### config.mk
export PLATFORM = sky130hd
export DESIGN_NAME = tohlcv_ram
export DESIGN_NICKNAME = d
export VERILOG_FILES = /design/src/sv/tick_to_ohlcv_bar_aggregator_top_macros.svh /design/src/sv/tohlcv_ram.sv
export SDC_FILE = /design/constraint.sdc
export NUM_CORES = 1
export LEC_CHECK = 0
export BUFFER_PORTS_ARGS = -buffer_cell sky130_fd_sc_hd__buf_2
export CORE_MARGIN = 4
export CORE_UTILIZATION = 56
export DETAILED_ROUTE_END_ITERATION = 8
export PLACE_DENSITY = 0.81
export SETUP_SLACK_MARGIN = 0.05
export SYNTH_ARGS = -nofsm -noshare
export SYNTH_HDL_FRONTEND = slang
export SYNTH_SLANG_ARGS = --single-unit
### constraint.sdc
create_clock -name clk -period 2.2 [get_ports clk]
set_clock_uncertainty 0.1 [all_clocks]
set_input_delay 0.44 -clock clk [delete_from_list [all_inputs] [get_ports clk]]
set_output_delay 0.44 -clock clk [all_outputs]
set_load 0.02 [all_outputs]
### src/sv/tick_to_ohlcv_bar_aggregator_top_macros.svh
// Assertion helpers used by the aggregator top module.
`ifndef TICK_TO_OHLCV_BAR_AGGREGATOR_TOP_MACROS_SVH
`define TICK_TO_OHLCV_BAR_AGGREGATOR_TOP_MACROS_SVH

// A condition that must hold at every clock edge outside reset.
`define TOHLCV_ASSERT_ALWAYS(label, cond) \
  label: assert property (@(posedge clk) disable iff (rst) (cond)) \
    else $error("aggregator check failed");

// An implication that must hold at every clock edge outside reset.
`define TOHLCV_ASSERT_IMPL(label, ante, cons) \
  label: assert property (@(posedge clk) disable iff (rst) (ante) |-> (cons)) \
    else $error("aggregator check failed");

`endif

### src/sv/tohlcv_ram.sv
`timescale 1ns / 1ps
module tohlcv_ram #(
  parameter int WIDTH = 8,
  parameter int DEPTH = 64
) (
  input  logic                     clk,
  input  logic                     we,
  input  logic [$clog2(DEPTH)-1:0] waddr,
  input  logic [WIDTH-1:0]         wdata,
  input  logic [$clog2(DEPTH)-1:0] raddr,
  output logic [WIDTH-1:0]         rdata
);

  logic [WIDTH-1:0] mem [DEPTH];

  always_ff @(posedge clk) begin
    if (we) begin
      mem[waddr] <= wdata;
    end
    rdata <= mem[raddr];
  end

endmodule

* Word-level counts from Yosys, hierarchy flattened
Memories as Yosys holds them, arrays and structs flattened. A register that Yosys moved wholly into a read port is not among the register bits.
Cells that the tools add are included.
** Word-level totals
- Memory bits (writable) :: 512
- Flip-flop bits (word level) :: 0
- Input bits :: 22
- Memories :: 1
- Logic and storage cells :: 3
** Memories
- mem :: words 64, bits a word 8, read ports 1, clocked after memory_dff 1, wr ports 1, line tohlcv_ram.sv:14 : logic [WIDTH-1:0] mem [DEPTH];
** Operators by class
- Muxes and demuxes :: 2
** Operator list (number)
- two-way mux 1 bit :: 2

* Logic depth before layout (Yosys ltp)
- Word-level depth :: 2
- Gate-level depth with buffers :: 9
- Gate-level depth less buffers :: 5

* Worst setup path after synthesis
No wires, ideal clock.
- Path kind :: input -> register
- Start :: input port raddr[1]
- End :: register rdata[3], read port of mem
- Slack :: -8 ps
- Stages :: 7
- Setup time :: 128 ps
- Data arrival time :: 1980 ps
- Cell sequence :: buf_4 buf_2 buf_2 mux4_2 mux4_2 o21ai_1 o41ai_1
** RTL lines
- start: declaration :: line tohlcv_ram.sv:10 : input logic [$clog2(DEPTH)-1:0] raddr,
- end: declaration :: line tohlcv_ram.sv:11 : output logic [WIDTH-1:0] rdata

==> metrics.json <==
{
  "worst_setup_path": {
    "crit_path_start_kind": "flop",
    "worst-setup-path-type": "reg2reg",
    "worstPathArrival_ns": 2.48,
    "cells_along_the_critical_path": "mux4_2, mux2_2, o221a_2, nor3_4, o32ai_1",
    "crit_slowest_cell": "mux4_2",
    "setup.reg_to_reg.worst_slack_ns": 0.03,
    "worst-path-max-fanout": 1,
    "reg2reg_from": "mem[29][4]$_DFFE_PP_",
    "r2r_end": "rdata[4]$_DFF_P_",
    "rr_worst_depth": 5,
    "cpPeakStageDelay_ns": 0.48,
    "setup.worst_path.end_class": "flop",
    "required_ns": 2.50
  },
  "clock_network": {
    "clkSlewWorstSetupHoldPaths_ns": 0.07,
    "post-cts-setup-buffer-count": 0,
    "cts_buffers": 48,
    "cts.htree.levels": 2,
    "ctsLongestPathBuffers": 3,
    "cts-hold-fix-buffers": 0,
    "clock_insertion_delay_worst_skew_ns": 0.56,
    "cts_sinks": 520,
    "cts_root_buf": "clkbuf_16",
    "tritoncts": "built"
  },
  "pwr": {
    "share_clk_of_total_power_pct": 38.3,
    "p_seq_share_pct": 55.9,
    "power.internal_mw": 15.57,
    "switching_power_mw": 4.113,
    "combinationalPowerShare_pct": 5.8,
    "power-per-cell-area_mw_per_mm2": 845.1,
    "switching_share_pct": 20.90,
    "totalPowerFinal_mw": 19.68,
    "leakage_nw": 7.575,
    "worst_ir_drop_vdd_uv": 909.4
  },
  "placement": {
    "io_buffers": 29,
    "post-dp-hpwl_um": 28260,
    "dp_cells": 1527,
    "gp_congestion": 0.8751,
    "placement.cell_area_mm2": 0.02185
  },
  "floorplan": {
    "num_rows": 69,
    "die_y_um": 197.8,
    "boundaryPins": 30,
    "start_util_pct": 56.70,
    "coreArea_mm2": 0.03557,
    "fp.dieArea_mm2": 0.03911,
    "chipWidth_um": 197.8
  },
  "routing": {
    "drcViolationCount": 0,
    "drt.antenna.violating_nets": 0,
    "count_of_vias_placed_by_the_detailed_router": 10320,
    "wire_per_inst_um": 27.85,
    "route.final.wire_length_um": 44970,
    "detailedRoute.firstIterationViolations": 1389,
    "routed_via_density": 6.388,
    "first_pass_iters": 5
  },
  "yosys": {
    "yosysUniqueCellTypes": 40,
    "synth.cell_area_mm2": 0.02017,
    "synthArstFlopShare_pct": 0,
    "synthesis.yosys.warnings": 0,
    "area_fraction_in_compound_gates_after_synthesis_pct": 2.072,
    "gate_count_after_technology_mapping": 940,
    "yosys-mux-area-fraction_pct": 15.94,
    "synth.ff_latch_count": 520,
    "largest_family_of_logic_cells_by_synthesized_area": "multiplexers",
    "synth_ff_type": "edfxtp_1",
    "synth_fa_ha_area_share_pct": 0,
    "syn-num-nets": 962,
    "yosys.area_share.simple_pct": 3.388,
    "synth_sequential_area_ratio_pct": 77.03,
    "synth-edff-count": 512,
    "post_synth_xor_area_fraction_pct": 0,
    "post_synth.cell_area_avg_um2": 21.45
  },
  "run_status": {
    "run_status": "finished clean"
  },
  "worst_hold_path": {
    "holdCritPathClass": "in2reg",
    "min_from": "raddr[5]",
    "whs_endpoint": "rdata[0]$_DFF_P_",
    "min_path_cells": 3
  },
  "global_route": {
    "overflow": 0,
    "grt_start_max_net_pins": 65,
    "grt_pass1_vias": 10570,
    "grtUsageTotal_pct": 23.28,
    "antenna_found_initial": 6,
    "global_route_wire_length_before_repair_um": 67500
  },
  "sta": {
    "slew_headroom_pct": 15.29,
    "period_share_pct": 98.82,
    "min_clock_period_post_route_ns": 2.174,
    "hold-worst-slack_ns": 0.2404,
    "rsz0062_at_grt": "false",
    "achievable-frequency_ghz": 0.4600,
    "number_of_setup_violations_in_the_final_report": 0,
    "timing_max_transition_violations_final": 0,
    "final-hold-violation-count": 0,
    "worstMarginPinSlew_ns": 1.271
  },
  "final_layout": {
    "fin_area_mm2": 0.02329,
    "area_growth_syn_to_layout_pct": 15.47,
    "final_nets": 1138,
    "nFillCells": 2205,
    "instances_no_fill": 1615,
    "finalCoreUtilization_pct": 65.47,
    "multi_input_comb_area_mm2": 0.004339,
    "layout-drive-gt1-share_pct": 32.90,
    "regArea_mm2": 0.01553
  },
  "job": {
    "drv_cap": 0
  }
}
==> registers in the layout, summed over array words and instances (netlist names) <==
register,cells
rdata,8
mem,512
==> worst max-delay path, delay by kind of cell, from the launching register on <==
family / cells / cell delay [ns]
mux: 2 / 0.77
compound gates: 2 / 0.45
flops: 1 / 0.37
simple gates: 1 / 0.33
==> power groups by stage <==
stage | combinational [mW] | sequential [mW] | clock (mW)
3_3_place_gp | 1.09 | 11.2 | 0
6_report | 1.15 | 11.0 | 7.53
3_5_place_dp | 1.12 | 11.2 | 0
5_1_grt | 1.21 | 11.0 | 8.09
2_1_floorplan | 0.586 | 11.2 | 0
4_1_cts | 1.14 | 11.0 | 7.62
==> Yosys cell counts (4+ instances only) <==
cell type    n  area [um^2]
mux2_2      13        146.4
nor2_1      83        311.6
nand2_1     19        71.32
clkbuf_1    17        63.81
buf_1        4        15.01
buf_2       11        55.05
buf_4       13        97.59
mux4_2     126         2838
buf_6        4        45.04
a221oi_1     6        52.55
mux2i_1     23        230.2
o221ai_1     8        70.07
o22ai_1      8        50.05
dfxtp_1      8        160.2
nor2b_1     14        87.58
nand2b_1     7        43.79
nand3_1     13        65.06
a211oi_1     4        30.03
nor3_1       7        35.03
edfxtp_1   512        15370
==> metrics by stage <==
stage          TNS (ns)  worst slack (ns)
6_report              0           0.02606
5_1_grt               0           0.01260
4_1_cts               0          0.008545
3_5_place_dp     -2.819           -0.6509
3_3_place_gp     -2.721           -0.6253
2_1_floorplan         0           0.05208
==> worst max-delay path by stage <==
| stage | end | from | cells after the start | slack (ns) |
|---|---|---|---|---|
| after floorplan | rdata[3]$_DFF_P_ | raddr[1] | 7 | 0.05 |
| after global placement | rdata[4]$_DFF_P_ | raddr[0] | 7 | -0.63 |
| after detailed placement | rdata[4]$_DFF_P_ | raddr[0] | 7 | -0.65 |
| after CTS | rdata[4]$_DFF_P_ | mem[29][4]$_DFFE_PP_ | 5 | 0.009 |
| after global routing | rdata[4]$_DFF_P_ | mem[29][4]$_DFFE_PP_ | 5 | 0.01 |
| final | rdata[4]$_DFF_P_ | mem[29][4]$_DFFE_PP_ | 5 | 0.03 |
==> cell type report <==
cell class / instances / area share [%]
flip-flops and latches: 520 / 66.71
clock buffers: 59 / 5.518
clock inverters: 27 / 0.5427
diodes: 2 / 0.02149
repair buffers: 177 / 6.098
multi-input cells: 369 / 18.63
well taps: 461 / 2.477
==> per-layer routing <==
metal	GRT usage, %	vias up	wire length (um)
met5	0	-	70
met4	5.305	12	1183
met3	5.037	112	4306
met2	37.52	575	22000
met1	33.66	5344	17410
li1	-	4274	-
==> repair_timing <==
item,4_1_cts,5_1_grt
hold endpoints to repair,0,0
gates resized for setup,2,3
endpoints found under the setup margin,2,3
==> layout by cell type (no fill, tap or decap), types with 9 or more instances in the layout <==
master and count:
nor2b_1 14, nand3_1 13, mux4_2 126, clkbuf_1 9, nand2_1 19, mux2i_1 23
buf_12 12, clkbuf_16 50, buf_2 26, nor2_1 83, clkinv_1 18, buf_4 138
edfxtp_1 512, mux2_2 13
==> logic make-up after synthesis <==
group	Yosys count
AO/OA/AOI/OAI	54
buffers and inverters	51
flip-flops	520
multiplexers	162
AND/OR/NAND/NOR	153
No activity file was read; power rests on OpenSTA's default activity.
